`src/hdl/ggs_pkg.sv`:
```
// Shared types, constants and angle helpers for the goto-goal steering block.
`default_nettype none
package ggs_pkg;

  localparam int DW    = 25;
  localparam int SQ_W  = 50;
  localparam int XW    = 44;
  localparam int ZW    = 32;
  localparam int CNT_W = 5;
  localparam int AW    = 19;

  typedef logic signed [AW-1:0] ang_t;

  typedef enum logic [1:0] {
    MODE_GOING    = 2'd0,
    MODE_ACHIEVED = 2'd1
  } mode_e;

  typedef enum logic [3:0] {
    ST_IDLE, ST_SQX, ST_SQY, ST_ROOT, ST_DIST, ST_CHECK, ST_BEAR, ST_ERR,
    ST_BACK, ST_DEC, ST_SPMUL, ST_SPROOT, ST_SPWAIT, ST_FIN
  } state_e;

  localparam logic [2:0] REG_GOAL_X     = 3'd0;
  localparam logic [2:0] REG_GOAL_Y     = 3'd1;
  localparam logic [2:0] REG_CLOSE_DIST = 3'd2;
  localparam logic [2:0] REG_MAX_SPEED  = 3'd3;
  localparam logic [2:0] REG_TURN_SPEED = 3'd4;
  localparam logic [2:0] REG_TURN_AMT   = 3'd5;

  localparam ang_t FULL_TURN = 19'sd36000;
  localparam ang_t HALF_TURN = 19'sd18000;

  function automatic logic signed [ZW-1:0] atan_lut(input logic [CNT_W-1:0] i);
    logic signed [ZW-1:0] r;
    case (i)
      5'd0:  r = 32'sd294912000;
      5'd1:  r = 32'sd174096719;
      5'd2:  r = 32'sd91987925;
      5'd3:  r = 32'sd46694507;
      5'd4:  r = 32'sd23437865;
      5'd5:  r = 32'sd11730558;
      5'd6:  r = 32'sd5866610;
      5'd7:  r = 32'sd2933484;
      5'd8:  r = 32'sd1466764;
      5'd9:  r = 32'sd733385;
      5'd10: r = 32'sd366693;
      5'd11: r = 32'sd183346;
      5'd12: r = 32'sd91674;
      5'd13: r = 32'sd45837;
      5'd14: r = 32'sd22918;
      5'd15: r = 32'sd11459;
      5'd16: r = 32'sd5730;
      5'd17: r = 32'sd2865;
      5'd18: r = 32'sd1432;
      5'd19: r = 32'sd716;
      5'd20: r = 32'sd358;
      5'd21: r = 32'sd179;
      5'd22: r = 32'sd90;
      5'd23: r = 32'sd45;
      5'd24: r = 32'sd22;
      5'd25: r = 32'sd11;
      5'd26: r = 32'sd6;
      5'd27: r = 32'sd3;
      5'd28: r = 32'sd1;
      5'd29: r = 32'sd1;
      default: r = 32'sd0;
    endcase
    return r;
  endfunction

  // Wraps an angle below five half turns in magnitude into (-18000, 18000].
  function automatic ang_t norm_ang(input ang_t v);
    ang_t r;
    r = v;
    if (r > HALF_TURN) r = r - FULL_TURN;
    if (r > HALF_TURN) r = r - FULL_TURN;
    if (r <= -HALF_TURN) r = r + FULL_TURN;
    if (r <= -HALF_TURN) r = r + FULL_TURN;
    return r;
  endfunction

endpackage
`default_nettype wire

```
`src/hdl/ggs_isqrt.sv`:
```
// Bit-serial integer square root, one result bit per cycle.
`default_nettype none
module ggs_isqrt (
  input  wire logic                         clk_i,
  input  wire logic                         rst_ni,
  input  wire logic                         start_i,
  input  wire logic [ggs_pkg::SQ_W-1:0]     operand_i,
  output logic                              busy_o,
  output logic [ggs_pkg::SQ_W/2-1:0]        root_o
);
  localparam int W = ggs_pkg::SQ_W;
  localparam int STEPS = W / 2;

  logic [W-1:0] n_q, res_q, bit_q;
  logic [W-1:0] sum;
  logic [ggs_pkg::CNT_W-1:0] cnt_q;
  logic busy_q;

  assign sum = res_q + bit_q;
  assign busy_o = busy_q;
  assign root_o = res_q[STEPS-1:0];

  always_ff @(posedge clk_i or negedge rst_ni) begin
    if (!rst_ni) begin
      busy_q <= 1'b0;
      cnt_q  <= '0;
    end else if (start_i) begin
      busy_q <= 1'b1;
      cnt_q  <= '0;
    end else if (busy_q) begin
      cnt_q <= cnt_q + 1'b1;
      if (cnt_q == ggs_pkg::CNT_W'(STEPS - 1)) begin
        busy_q <= 1'b0;
      end
    end
  end

  always_ff @(posedge clk_i) begin
    if (start_i) begin
      n_q   <= operand_i;
      res_q <= '0;
      bit_q <= W'(1) << (W - 2);
    end else if (busy_q) begin
      if (n_q >= sum) begin
        n_q   <= n_q - sum;
        res_q <= (res_q >> 1) + bit_q;
      end else begin
        res_q <= res_q >> 1;
      end
      bit_q <= bit_q >> 2;
    end
  end
endmodule
`default_nettype wire

```
`src/hdl/ggs_cordic.sv`:
```
// Iterative vectoring CORDIC that gives the bearing of a vector in centidegrees.
`default_nettype none
module ggs_cordic #(
  parameter int CORDIC_ITERATIONS = 16
) (
  input  wire logic                            clk_i,
  input  wire logic                            rst_ni,
  input  wire logic                            start_i,
  input  wire logic signed [ggs_pkg::DW-1:0]   dx_i,
  input  wire logic signed [ggs_pkg::DW-1:0]   dy_i,
  output logic                                 busy_o,
  output logic signed [15:0]                   angle_o
);
  localparam int XW = ggs_pkg::XW;
  localparam int ZW = ggs_pkg::ZW;
  localparam int DW = ggs_pkg::DW;
  localparam logic signed [ZW-1:0] QUARTER = 32'sd589824000;

  logic signed [XW-1:0] x_q, y_q, xs, ys, xi, yi;
  logic signed [ZW-1:0] z_q, zr;
  logic [ggs_pkg::CNT_W-1:0] cnt_q;
  logic busy_q, zero_q;
  ggs_pkg::ang_t an;

  assign xi = {{(XW-DW-16){dx_i[DW-1]}}, dx_i, 16'b0};
  assign yi = {{(XW-DW-16){dy_i[DW-1]}}, dy_i, 16'b0};
  assign xs = x_q >>> cnt_q;
  assign ys = y_q >>> cnt_q;
  assign zr = (z_q + ZW'(32768)) >>> 16;
  assign an = ggs_pkg::norm_ang(zr[ggs_pkg::AW-1:0]);
  assign angle_o = zero_q ? 16'sd0 : an[15:0];
  assign busy_o = busy_q;

  always_ff @(posedge clk_i or negedge rst_ni) begin
    if (!rst_ni) begin
      busy_q <= 1'b0;
      cnt_q  <= '0;
    end else if (start_i) begin
      busy_q <= 1'b1;
      cnt_q  <= '0;
    end else if (busy_q) begin
      cnt_q <= cnt_q + 1'b1;
      if (cnt_q == ggs_pkg::CNT_W'(CORDIC_ITERATIONS - 1)) begin
        busy_q <= 1'b0;
      end
    end
  end

  always_ff @(posedge clk_i) begin
    if (start_i) begin
      zero_q <= (dx_i == '0) && (dy_i == '0);
      if (dx_i < 0) begin
        if (dy_i >= 0) begin
          x_q <= yi;
          y_q <= -xi;
          z_q <= QUARTER;
        end else begin
          x_q <= -yi;
          y_q <= xi;
          z_q <= -QUARTER;
        end
      end else begin
        x_q <= xi;
        y_q <= yi;
        z_q <= '0;
      end
    end else if (busy_q) begin
      if (y_q > 0) begin
        x_q <= x_q + ys;
        y_q <= y_q - xs;
        z_q <= z_q + ggs_pkg::atan_lut(cnt_q);
      end else begin
        x_q <= x_q - ys;
        y_q <= y_q + xs;
        z_q <= z_q - ggs_pkg::atan_lut(cnt_q);
      end
    end
  end
endmodule
`default_nettype wire

```
`src/hdl/goto_goal_steering_top.sv`:
```
// Top level of the goto-goal steering block: sequencer, shared multiplier and registers.
// A tick toward the goal waits twice on the shared square root unit, once for the distance
// and once for the speed, and the CORDIC steps run beside the first wait. A tick inside the
// close distance ends after the distance check at rest and skips the speed root while moving;
// after the goal is achieved the sequencer goes from accept straight to the output stage. A
// new tick is taken in the cycle after a word is loaded.
// Reset loads the register defaults and puts the block in the going-to-goal mode.
`default_nettype none
module goto_goal_steering_top #(
  parameter int CORDIC_ITERATIONS = 16
) (
  input  wire logic        clk_i,
  input  wire logic        rst_ni,
  input  wire logic        cfg_we_i,
  input  wire logic [2:0]  cfg_idx_i,
  input  wire logic [23:0] cfg_data_i,
  input  wire logic        s_axis_tvalid_i,
  output logic             s_axis_tready_o,
  // robot_x[23:0], robot_y[47:24], robot_heading[63:48], robot_speed[78:64],
  // limit_active[79], speed_limit[93:80], zeros above
  input  wire logic [95:0] s_axis_tdata_i,
  output logic             m_axis_tvalid_o,
  input  wire logic        m_axis_tready_i,
  // issued[0], heading_absolute[1], heading_value[18:2], speed_command[32:19],
  // goal_achieved[33], zeros above
  output logic [39:0]      m_axis_tdata_o
);
  localparam int DW = ggs_pkg::DW;
  localparam int SQ_W = ggs_pkg::SQ_W;

  ggs_pkg::state_e state_q, state_d;
  ggs_pkg::mode_e  mode_q;
  logic tdir_q;

  logic signed [23:0] goal_x_q, goal_y_q;
  logic [15:0] close_q;
  logic [13:0] max_q, stta_q;
  logic [14:0] turn_q;

  logic signed [15:0] head_q;
  logic signed [14:0] vel_q;
  logic lim_act_q;
  logic [13:0] lim_q;
  logic signed [DW-1:0] dx_q, dy_q, dx_in, dy_in;
  logic [SQ_W-1:0] prod_q, prod2_q;
  logic [DW-1:0] dist_q;
  logic signed [15:0] ang_q;
  ggs_pkg::ang_t back_q;

  logic r_issued_q, r_habs_q, r_ach_q;
  logic signed [16:0] r_hval_q;
  logic [13:0] r_spd_q;
  logic m_valid_q;
  logic [39:0] m_data_q;

  logic s_fire, sq_start, sq_busy, cd_start, cd_busy, close_w, slow_w, load_out;
  logic [SQ_W-1:0] sq_op;
  logic [DW-1:0] sq_root;
  logic signed [15:0] cd_angle;
  logic signed [DW:0] mul_a, mul_b;
  logic signed [2*DW+1:0] mul_p;
  ggs_pkg::ang_t err_w, tsigned, diff_w, diff_abs, t_ext;

  assign s_axis_tready_o = (state_q == ggs_pkg::ST_IDLE);
  assign s_fire = s_axis_tvalid_i && s_axis_tready_o;
  assign m_axis_tvalid_o = m_valid_q;
  assign m_axis_tdata_o = m_data_q;

  assign dx_in = DW'(goal_x_q) - DW'($signed(s_axis_tdata_i[23:0]));
  assign dy_in = DW'(goal_y_q) - DW'($signed(s_axis_tdata_i[47:24]));

  always_comb begin
    case (state_q)
      ggs_pkg::ST_SQX:   begin mul_a = {dx_q[DW-1], dx_q}; mul_b = {dx_q[DW-1], dx_q}; end
      ggs_pkg::ST_SQY:   begin mul_a = {dy_q[DW-1], dy_q}; mul_b = {dy_q[DW-1], dy_q}; end
      default:           begin mul_a = {1'b0, dist_q}; mul_b = (DW+1)'(400); end
    endcase
  end
  assign mul_p = mul_a * mul_b;

  assign sq_op = (state_q == ggs_pkg::ST_ROOT) ? prod_q + prod2_q : prod_q;
  assign sq_start = (state_q == ggs_pkg::ST_ROOT) || (state_q == ggs_pkg::ST_SPROOT);
  assign cd_start = s_fire && (mode_q == ggs_pkg::MODE_GOING);

  ggs_isqrt u_isqrt (
    .clk_i     (clk_i),
    .rst_ni    (rst_ni),
    .start_i   (sq_start),
    .operand_i (sq_op),
    .busy_o    (sq_busy),
    .root_o    (sq_root)
  );

  ggs_cordic #(
    .CORDIC_ITERATIONS (CORDIC_ITERATIONS)
  ) u_cordic (
    .clk_i   (clk_i),
    .rst_ni  (rst_ni),
    .start_i (cd_start),
    .dx_i    (dx_in),
    .dy_i    (dy_in),
    .busy_o  (cd_busy),
    .angle_o (cd_angle)
  );

  assign close_w = {{(DW-16){1'b0}}, close_q} > dist_q;
  assign slow_w = (vel_q > -15'sd5) && (vel_q < 15'sd5);
  assign t_ext = ggs_pkg::AW'(turn_q);
  assign tsigned = tdir_q ? -t_ext : t_ext;
  assign err_w = ggs_pkg::norm_ang(ggs_pkg::AW'(ang_q) - ggs_pkg::AW'(head_q));
  assign diff_w = ggs_pkg::norm_ang(ggs_pkg::AW'(ang_q) - back_q);
  assign diff_abs = (diff_w < 0) ? -diff_w : diff_w;
  assign load_out = (state_q == ggs_pkg::ST_FIN) && (!m_valid_q || m_axis_tready_i);

  always_comb begin
    state_d = state_q;
    case (state_q)
      ggs_pkg::ST_IDLE: begin
        if (s_fire) begin
          state_d = (mode_q == ggs_pkg::MODE_GOING) ? ggs_pkg::ST_SQX : ggs_pkg::ST_FIN;
        end
      end
      ggs_pkg::ST_SQX:    state_d = ggs_pkg::ST_SQY;
      ggs_pkg::ST_SQY:    state_d = ggs_pkg::ST_ROOT;
      ggs_pkg::ST_ROOT:   state_d = ggs_pkg::ST_DIST;
      ggs_pkg::ST_DIST:   if (!sq_busy) state_d = ggs_pkg::ST_CHECK;
      ggs_pkg::ST_CHECK:  state_d = (close_w && slow_w) ? ggs_pkg::ST_FIN : ggs_pkg::ST_BEAR;
      ggs_pkg::ST_BEAR:   if (!cd_busy) state_d = ggs_pkg::ST_ERR;
      ggs_pkg::ST_ERR:    state_d = ggs_pkg::ST_BACK;
      ggs_pkg::ST_BACK:   state_d = ggs_pkg::ST_DEC;
      ggs_pkg::ST_DEC:    state_d = close_w ? ggs_pkg::ST_FIN : ggs_pkg::ST_SPMUL;
      ggs_pkg::ST_SPMUL:  state_d = ggs_pkg::ST_SPROOT;
      ggs_pkg::ST_SPROOT: state_d = ggs_pkg::ST_SPWAIT;
      ggs_pkg::ST_SPWAIT: if (!sq_busy) state_d = ggs_pkg::ST_FIN;
      ggs_pkg::ST_FIN:    if (load_out) state_d = ggs_pkg::ST_IDLE;
      default:            state_d = ggs_pkg::ST_IDLE;
    endcase
  end

  always_ff @(posedge clk_i or negedge rst_ni) begin
    if (!rst_ni) begin
      state_q   <= ggs_pkg::ST_IDLE;
      mode_q    <= ggs_pkg::MODE_GOING;
      tdir_q    <= 1'b0;
      m_valid_q <= 1'b0;
      goal_x_q  <= '0;
      goal_y_q  <= '0;
      close_q   <= 16'd100;
      max_q     <= 14'd400;
      stta_q    <= 14'd150;
      turn_q    <= 15'd1000;
    end else begin
      state_q <= state_d;
      if (load_out) begin
        m_valid_q <= 1'b1;
      end else if (m_axis_tready_i) begin
        m_valid_q <= 1'b0;
      end
      if (state_q == ggs_pkg::ST_CHECK && close_w && slow_w) begin
        mode_q <= ggs_pkg::MODE_ACHIEVED;
      end
      if (state_q == ggs_pkg::ST_ERR && (err_w > 19'sd12000 || err_w < -19'sd12000)) begin
        tdir_q <= ~tdir_q;
      end
      if (cfg_we_i) begin
        case (cfg_idx_i)
          ggs_pkg::REG_GOAL_X: begin
            goal_x_q <= cfg_data_i;
            mode_q   <= ggs_pkg::MODE_GOING;
            tdir_q   <= 1'b0;
          end
          ggs_pkg::REG_GOAL_Y: begin
            goal_y_q <= cfg_data_i;
            mode_q   <= ggs_pkg::MODE_GOING;
            tdir_q   <= 1'b0;
          end
          ggs_pkg::REG_CLOSE_DIST: close_q <= cfg_data_i[15:0];
          ggs_pkg::REG_MAX_SPEED:  max_q   <= cfg_data_i[13:0];
          ggs_pkg::REG_TURN_SPEED: stta_q  <= cfg_data_i[13:0];
          ggs_pkg::REG_TURN_AMT:   turn_q  <= cfg_data_i[14:0];
          default: ;
        endcase
      end
    end
  end

  always_ff @(posedge clk_i) begin
    case (state_q)
      ggs_pkg::ST_IDLE: begin
        if (s_fire) begin
          dx_q       <= dx_in;
          dy_q       <= dy_in;
          head_q     <= $signed(s_axis_tdata_i[63:48]);
          vel_q      <= $signed(s_axis_tdata_i[78:64]);
          lim_act_q  <= s_axis_tdata_i[79];
          lim_q      <= s_axis_tdata_i[93:80];
          r_issued_q <= 1'b0;
          r_habs_q   <= 1'b0;
          r_hval_q   <= '0;
          r_spd_q    <= '0;
          r_ach_q    <= (mode_q == ggs_pkg::MODE_ACHIEVED);
        end
      end
      ggs_pkg::ST_SQX: prod_q  <= mul_p[SQ_W-1:0];
      ggs_pkg::ST_SQY: prod2_q <= mul_p[SQ_W-1:0];
      ggs_pkg::ST_DIST: dist_q <= sq_root;
      ggs_pkg::ST_CHECK: begin
        r_issued_q <= 1'b1;
        r_ach_q    <= close_w && slow_w;
      end
      ggs_pkg::ST_BEAR: ang_q <= cd_angle;
      ggs_pkg::ST_BACK: begin
        back_q <= ggs_pkg::norm_ang(ggs_pkg::AW'(head_q) - tsigned);
      end
      ggs_pkg::ST_DEC: begin
        if (lim_act_q && lim_q < stta_q) begin
          r_habs_q <= 1'b0;
          r_hval_q <= tsigned[16:0];
        end else if ((diff_abs <<< 1) > t_ext) begin
          r_habs_q <= 1'b1;
          r_hval_q <= 17'(ang_q);
        end else begin
          r_habs_q <= 1'b0;
          r_hval_q <= -tsigned[16:0];
        end
      end
      ggs_pkg::ST_SPMUL: prod_q <= mul_p[SQ_W-1:0];
      ggs_pkg::ST_SPWAIT: begin
        if (!sq_busy) begin
          r_spd_q <= (sq_root > DW'(max_q)) ? max_q : sq_root[13:0];
        end
      end
      default: ;
    endcase
    if (load_out) begin
      m_data_q <= {6'b0, r_ach_q, r_spd_q, r_hval_q, r_habs_q, r_issued_q};
    end
  end

  a_busy_after_accept: assert property (@(posedge clk_i) disable iff (!rst_ni)
    s_fire |=> !s_axis_tready_o)
    else $error("input taken while a tick is in work");

  a_achieved_quiet: assert property (@(posedge clk_i) disable iff (!rst_ni)
    (m_valid_q && m_data_q[33]) |-> (m_data_q[32:2] == '0))
    else $error("achieved word carries a command");

  a_speed_clamped: assert property (@(posedge clk_i) disable iff (!rst_ni)
    (m_valid_q && m_data_q[0] && !m_data_q[33]) |-> (m_data_q[32:19] <= max_q))
    else $error("speed above the top speed");

endmodule
`default_nettype wire

```
`config.mk`:
```
export PLATFORM = sky130hd
export DESIGN_NAME = goto_goal_steering_top
export DESIGN_NICKNAME = d
export VERILOG_FILES = /design/src/hdl/ggs_pkg.sv /design/src/hdl/ggs_isqrt.sv /design/src/hdl/ggs_cordic.sv /design/src/hdl/goto_goal_steering_top.sv
export SDC_FILE = /design/constraint.sdc
export NUM_CORES = 2
export LEC_CHECK = 0
export ABC_AREA = 1
export CAP_MARGIN = 20
export CORE_MARGIN = 2
export CORE_UTILIZATION = 45
export DETAILED_ROUTE_END_ITERATION = 6
export DONT_BUFFER_PORTS = 1
export GPL_ROUTABILITY_DRIVEN = 0
export HOLD_SLACK_MARGIN = 0.08
export PLACE_DENSITY = 0.7
export SLEW_MARGIN = 30
export SYNTH_ARGS = -nofsm -noshare
export SYNTH_HDL_FRONTEND = slang
export SYNTH_HIERARCHICAL = 1
export SYNTH_SLANG_ARGS = --single-unit
```
`constraint.sdc`:
```
create_clock -name clk_i -period 36.3 [get_ports clk_i]
set_input_delay 3.63 -clock clk_i [delete_from_list [all_inputs] [get_ports clk_i]]
set_output_delay 3.63 -clock clk_i [all_outputs]
set_load 0.005 [all_outputs]
```
## Word-level counts from Yosys, hierarchy flattened

Memory sizes are Yosys's and may differ from the RTL's.
Cells that the tools add are included.

| word-level totals | value |
|---|---|
| memories kept | 2 |
| ROM bits | 1,856 |
| bits in registers | 697 |
| word-level logic and storage cells | 269 |

Memories:

| name | words | width | rd ports | clocked after memory_dff | wr ports | RTL line | text |
|---|---|---|---|---|---|---|---|
| (no name shown) | 32 | 29 | 1 | 0 | 0 | ggs_pkg.sv:36 | `case (i)` |
| (no name shown) | 32 | 29 | 1 | 0 | 0 | ggs_pkg.sv:36 |  |

| cells by class | value |
|---|---|
| bitwise operators | 1 |
| $lt $le $gt $ge | 29 |
| add/subtract/negate cells | 39 |
| reduce and logical (&&, ||, !) cells | 40 |
| multiply operators | 1 |
| shift-type cells | 2 |
| multiplexer cells | 91 |
| equal/unequal tests | 26 |

Operators with widths:

| kind | count |
|---|---|
| two-way mux 44 bit | 10 |
| two-way mux 19 bit | 19 |
| two-way mux 32 bit | 11 |
| two-way mux 50 bit | 5 |
| <= comparator 19 x 16 -> 1 bit (second input constant) | 8 |
| adder 19 x 17 -> 19 bit (second input constant) | 7 |
| > comparator 19 x 16 -> 1 bit (second input constant) | 6 |
| subtractor 19 x 17 -> 19 bit (second input constant) | 6 |
| case mux 26 bit (2 select lines) | 2 |
| adder 44 bit | 2 |
| negator 41 -> 44 bit | 2 |
| >>> shifter 44 x 5 -> 44 bit | 2 |
| subtractor 44 bit | 2 |
| case mux 4 bit (14 select lines) | 1 |
| two-way mux 17 bit | 3 |
| adder 49 x 49 -> 50 bit | 1 |
| adder 50 x 49 -> 50 bit | 1 |
| adder 50 bit | 1 |
| >= comparator 50 bit | 1 |
| logical NOT 25 bit | 2 |
| multiplier 26 x 26 -> 50 bit | 1 |
| subtractor 24 x 24 -> 25 bit | 2 |
| subtractor 50 bit | 1 |
| > comparator 44 x 1 -> 1 bit (second input constant) | 1 |
| 60 further kinds | 132 |

## Longest topological paths before layout

| logic depth | value |
|---|---|
| depth in word-level cells | 15 |
| depth in mapped cells | 80 |

## By module

Netlist, hierarchy kept.

Modules (own cells, without submodules):

| module | area each (um2) | cells each | seq. area each (um2) | instances |
|---|---|---|---|---|
| goto_goal_steering_top | 55,182.9 | 6,833 | 12,627.1 | 1 |
| ggs_cordic | 20,696.1 | 3,334 | 3,783.6 | 1 |
| ggs_isqrt | 15,653.8 | 2,766 | 3,153.0 | 1 |

## Worst setup path before layout

No wires, ideal clock.

| path | value |
|---|---|
| kind | register -> register |
| start | reg state_q[0] |
| end | reg prod2_q[47], data pin |
| slack | 24.800 ns |
| library setup time | 0.281 ns |
| data required time | 36.019 ns |
| buffers on the path | 2 |
| data arrival time | 11.219 ns |
| stages on the path, launching flop included | 50 |
| path through | dfrtp_1 nor2_1 inv_1 nor2_1 inv_1 clkbuf_1 o22ai_1 a21oi_1 inv_2 clkbuf_1 nand2_1 fa_1 fa_1 inv_1 fa_1 ha_1 fa_1 inv_1 [... 14 more ...] a31oi_1 o221ai_1 a21o_1 a21oi_1 o21ai_0 nand3_1 nand2_1 nand3_1 nand2_1 nand3_1 nand2_1 nand3_1 nand2_1 nand3_1 nand2_1 nand2_1 o311ai_0 xor2_1 |

| on the way | value |
|---|---|
| longest elaborated chain between the ends | 3 |
| elaborated cells on any way between the ends | 5 |
| those cells by class | mul (1); eq/ne (2); mux (2) |

Ends and longest elaborated chain:

| element | RTL line | text |
|---|---|---|
| from (decl) | goto_goal_steering_top.sv:31 | `ggs_pkg::state_e state_q, state_d;` |
| from (signal assigned) | goto_goal_steering_top.sv:142 | `state_q <= ggs_pkg::ST_IDLE;` |
| from (signal assigned) | goto_goal_steering_top.sv:153 | `state_q <= state_d;` |
| equality test 4 x 2 -> 1 bit or equality test 4 x 1 -> 1 bit (tied branches) | goto_goal_steering_top.sv:73 | `case (state_q)` |
| case mux 26 bit (2 select lines) | goto_goal_steering_top.sv:73 |  |
| multiplier 26 x 26 -> 50 bit (*) | goto_goal_steering_top.sv:79 | `assign mul_p = mul_a * mul_b;` |
| net mul_p[47] | goto_goal_steering_top.sv:61 | `logic signed [2*DW+1:0] mul_p;` |
| to (signal assigned) | goto_goal_steering_top.sv:205 | `ggs_pkg::ST_SQY: prod2_q <= mul_p[SQ_W-1:0];` |
| to (decl) | goto_goal_steering_top.sv:45 | `logic [SQ_W-1:0] prod_q, prod2_q;` |

Mark *: on every way through the listed nets, which the timed path passes. The rest lies on a longest branch.
A chain may end at the register's enable or synchronous reset.

## Worst setup path after layout

| path | value |
|---|---|
| start | reg state_q[1] |
| end | reg prod2_q[47], data pin |

Same word-level chain as after synthesis.

==> flow_summary.yaml <==
drt:
  totalWireLength_um: 277000
  route.detailed.drc: 0
  antenna_left: 0
  firstDrtPassIters: 7
  via_count: 83800
  vias_per_cell: 5.40
  wl_per_cell_um: 17.9
  drt-initial-drc-count: 8148
cts:
  path_clk_slew_ns: 0.07
  cts_resized: 0
  clockBufferDepth: 3
  cts_root_buffer: "clkbuf_16"
  numCtsBuffers: 87
  ctsHoldBuffers: 0
  numClockSinks: 697
  cts_setup_buffers: 0
  h-tree-depth: 3
  cts_tree: "done"
  clock_latency_ns: 0.75
global_route:
  grt_usage: 0.265
  use_met2: 0.422
  grt-ovfl-total: 0
  antenna_found_initial: 10
  grt_max_degree: 128
  grt_util_met3: 0.0413
  grtUsageMet1: 0.353
  grt_pass1_wl_um: 433000
  grt_pass1_vias: 79200
  busiest_layer: "met2"
worst_setup_path:
  cpPeakStageDelay_ns: 0.87
  crit_path_start_kind: "flop"
  crit_top_cell: "nand2_1"
  crit_fanout: 54
  r2r_slack_ns: 24.55
  cp_data_arrival_time_ns: 12.20
  cp.buffers_inverters: 9
  critPathTopFamily: "adder cells"
  ff2ff_path_depth: 50
  cp_slowest_cell: "inv_1"
  r2r_start: "state_q[1]"
  path_class: "reg2reg"
  end_kind: "flop"
  regToRegEndpoint: "prod2_q[47]"
  required_ns: 36.75
place:
  dpl.cell_count: 15300
  hpwl_um: 219000
  dp_slack_ns: 24.82
  io_buffer_count: 0
outcome:
  status: "finished clean"
timing:
  fin_crit_sh: 0.324
  slew_viol_final: 0
  finalSetupViolCount: 0
  rsz0062_at_grt: "false"
  hold_violations: 0
  setup_tns_ns: 0
  final.setup.worst_slack_ns: 24.55
  tightestPinTransition_ns: 1.14
  fin_crit_ns: 11.75
  relSlewSlack: 0.234
  max_freq_mhz: 85.1
  finalClockSkew_ns: 0.0536
floorplanning:
  fp.coreArea_um2: 202000
  die_area_um2: 207000
  core.rowCount: 165
  start_util: 0.453
  die_w_um: 455
  die_h_um: 455
  io_pins: 170
synth:
  ys.flop_type: "edfxtp_1"
  postSynth.asyncResetShare: 0.182
  synth_edf_count: 495
  synth_top_area_cell: "edfxtp_1"
  synth_seq_area_share: 0.214
  netlist_instances: 12900
  synthDistinctLibCells: 78
  syn_area_per_cell_um2: 7.08
  yosys_warnings: 6
  synth.cell_area_um2: 91500
  ys_top_cells_by_area: "edfxtp_1 (16%), fa_1 (15%), nand2_1 (14%), inv_1 (9.4%), ha_1 (8.5%)"
  ys_seq_elements: 697
  synth_top_area_frac: 0.162
cells_and_area:
  drive_gt1_frac: 0.0436
  area_growth_syn_to_layout_pct: 6.15
  nets: 14200
  fin_cells: 15500
hold_path:
  min_from: "r_hval_q[9]"
  hp-class: "reg2reg"
  worstHoldPathCells: 0
  hold_end: "m_axis_tdata_o[11]"
job:
  maxCapViolations: 0
-- worst reg2reg max path: cells and delay by family (launching register included) --
| kind | cells | cell delay, ns |
|---|---|---|
| flops | 1 | 0.43 |
| simple gates | 22 | 2.93 |
| fa+ha+maj | 8 | 3.48 |
| compound gates | 10 | 1.92 |
| xor+xnor | 1 | 0.45 |
| buf+inv | 9 | 2.24 |
-- layout by cell type (no fill, tap or decap), types with 13 or more instances in the layout --
master / count
a211oi_1: 14
a21o_1: 18
a21oi_1: 683
a31oi_1: 45
buf_4: 100
clkbuf_1: 13
clkbuf_16: 89
clkinv_1: 21
clkinv_2: 16
dfrtp_1: 108
dfstp_2: 16
dfxtp_1: 75
edfxtp_1: 495
fa_1: 701
ha_1: 621
inv_1: 2286
inv_2: 44
mux2i_1: 85
nand2_1: 3385
nand2_2: 73
nand3_1: 648
nand3_2: 18
nand3b_1: 30
nand4_1: 141
nor2_1: 1080
nor2_2: 39
nor3_1: 106
nor4_1: 35
o211ai_1: 72
o21a_1: 47
o21ai_0: 804
o21ai_1: 43
o21bai_1: 39
o22ai_1: 49
o22ai_2: 13
o31ai_1: 27
or2_2: 40
xnor2_1: 152
xor2_1: 375
-- metrics by stage --
step,hold WS [ns],utilization,area (µm²)
after CTS,0.413,0.481,97100
final,0.414,0.481,97200
after floorplan,0.400,-,91600
after global placement,0.403,0.465,94100
after global routing,0.423,0.481,97200
after detailed placement,0.405,0.466,94100
-- synthesized netlist by cell type, drive strengths merged, types with 111 or more instances --
master,instances
nand3,670
nand2,3465
inv,2334
fa,701
xor2,375
ha,621
a21oi,694
nor2,1129
o21ai,861
xnor2,154
clkbuf,216
dfrtp,111
edfxtp,495
nand4,143
buf,155
-- registers in the layout, indices dropped and copies added (netlist names), 15 cells and up --
register / cells
prod2_q: 50
prod_q: 50
u_isqrt/n_q: 50
u_isqrt/res_q: 50
u_cordic/x_q: 44
u_cordic/y_q: 44
m_axis_tdata_o: 34
u_cordic/z_q: 32
dist_q: 25
dx_q: 25
dy_q: 25
u_isqrt/bit_q: 25
goal_x_q: 24
goal_y_q: 24
back_q: 19
r_hval_q: 17
ang_q: 16
close_q: 16
head_q: 16
turn_q: 15
vel_q: 15
-- routing by layer --
metal	part of all wire	up-vias
li1	-	40800
met1	0.42	39000
met2	0.44	3313
met3	0.083	678
met4	0.054	2
met5	0.000069	-
-- final cells by class --
| class | count | area (µm²) |
|---|---|---|
| timing repair buffer | 101 | 771 |
| tap | 2672 | 3340 |
| sequential | 697 | 19600 |
| inverter | 2350 | 8830 |
| antenna | 5 | 12.5 |
| clock inverter | 53 | 629 |
| clock buffer | 110 | 2390 |
| multi-input combinational | 9522 | 61600 |
| fill | 20200 | 105000 |
-- worst max-delay path by stage --
stage	startpoint	end	slack, ns	depth (start not counted)
5_1_grt	state_q[1]	prod2_q[47]	23.68	50
4_1_cts	state_q[1]	prod2_q[47]	24.76	50
2_1_floorplan	state_q[0]	prod2_q[47]	24.80	49
3_5_place_dp	state_q[0]	prod_q[47]	24.82	49
3_3_place_gp	state_q[2]	prod2_q[47]	24.97	49
6_report	state_q[1]	prod2_q[47]	24.55	50
-- cell families (layout without fill, tap and decap cells) --
family / after synthesis / count (layout) / share of synthesized area
buffers and inverters: 2721 / 2614 / 0.116
XOR/XNOR: 529 / 529 / 0.0506
AND/OR/NAND/NOR: 5637 / 5637 / 0.256
flip-flops: 697 / 697 / 0.214
other: 1 / 13 / 0.0000410
AO/OA/AOI/OAI: 1940 / 1940 / 0.117
multiplexers: 86 / 86 / 0.00942
adder cells (fa/ha/maj): 1322 / 1322 / 0.238
Power is not shown: default switching activity piles up to over one toggle a cycle in this logic, so the estimate is an artifact.
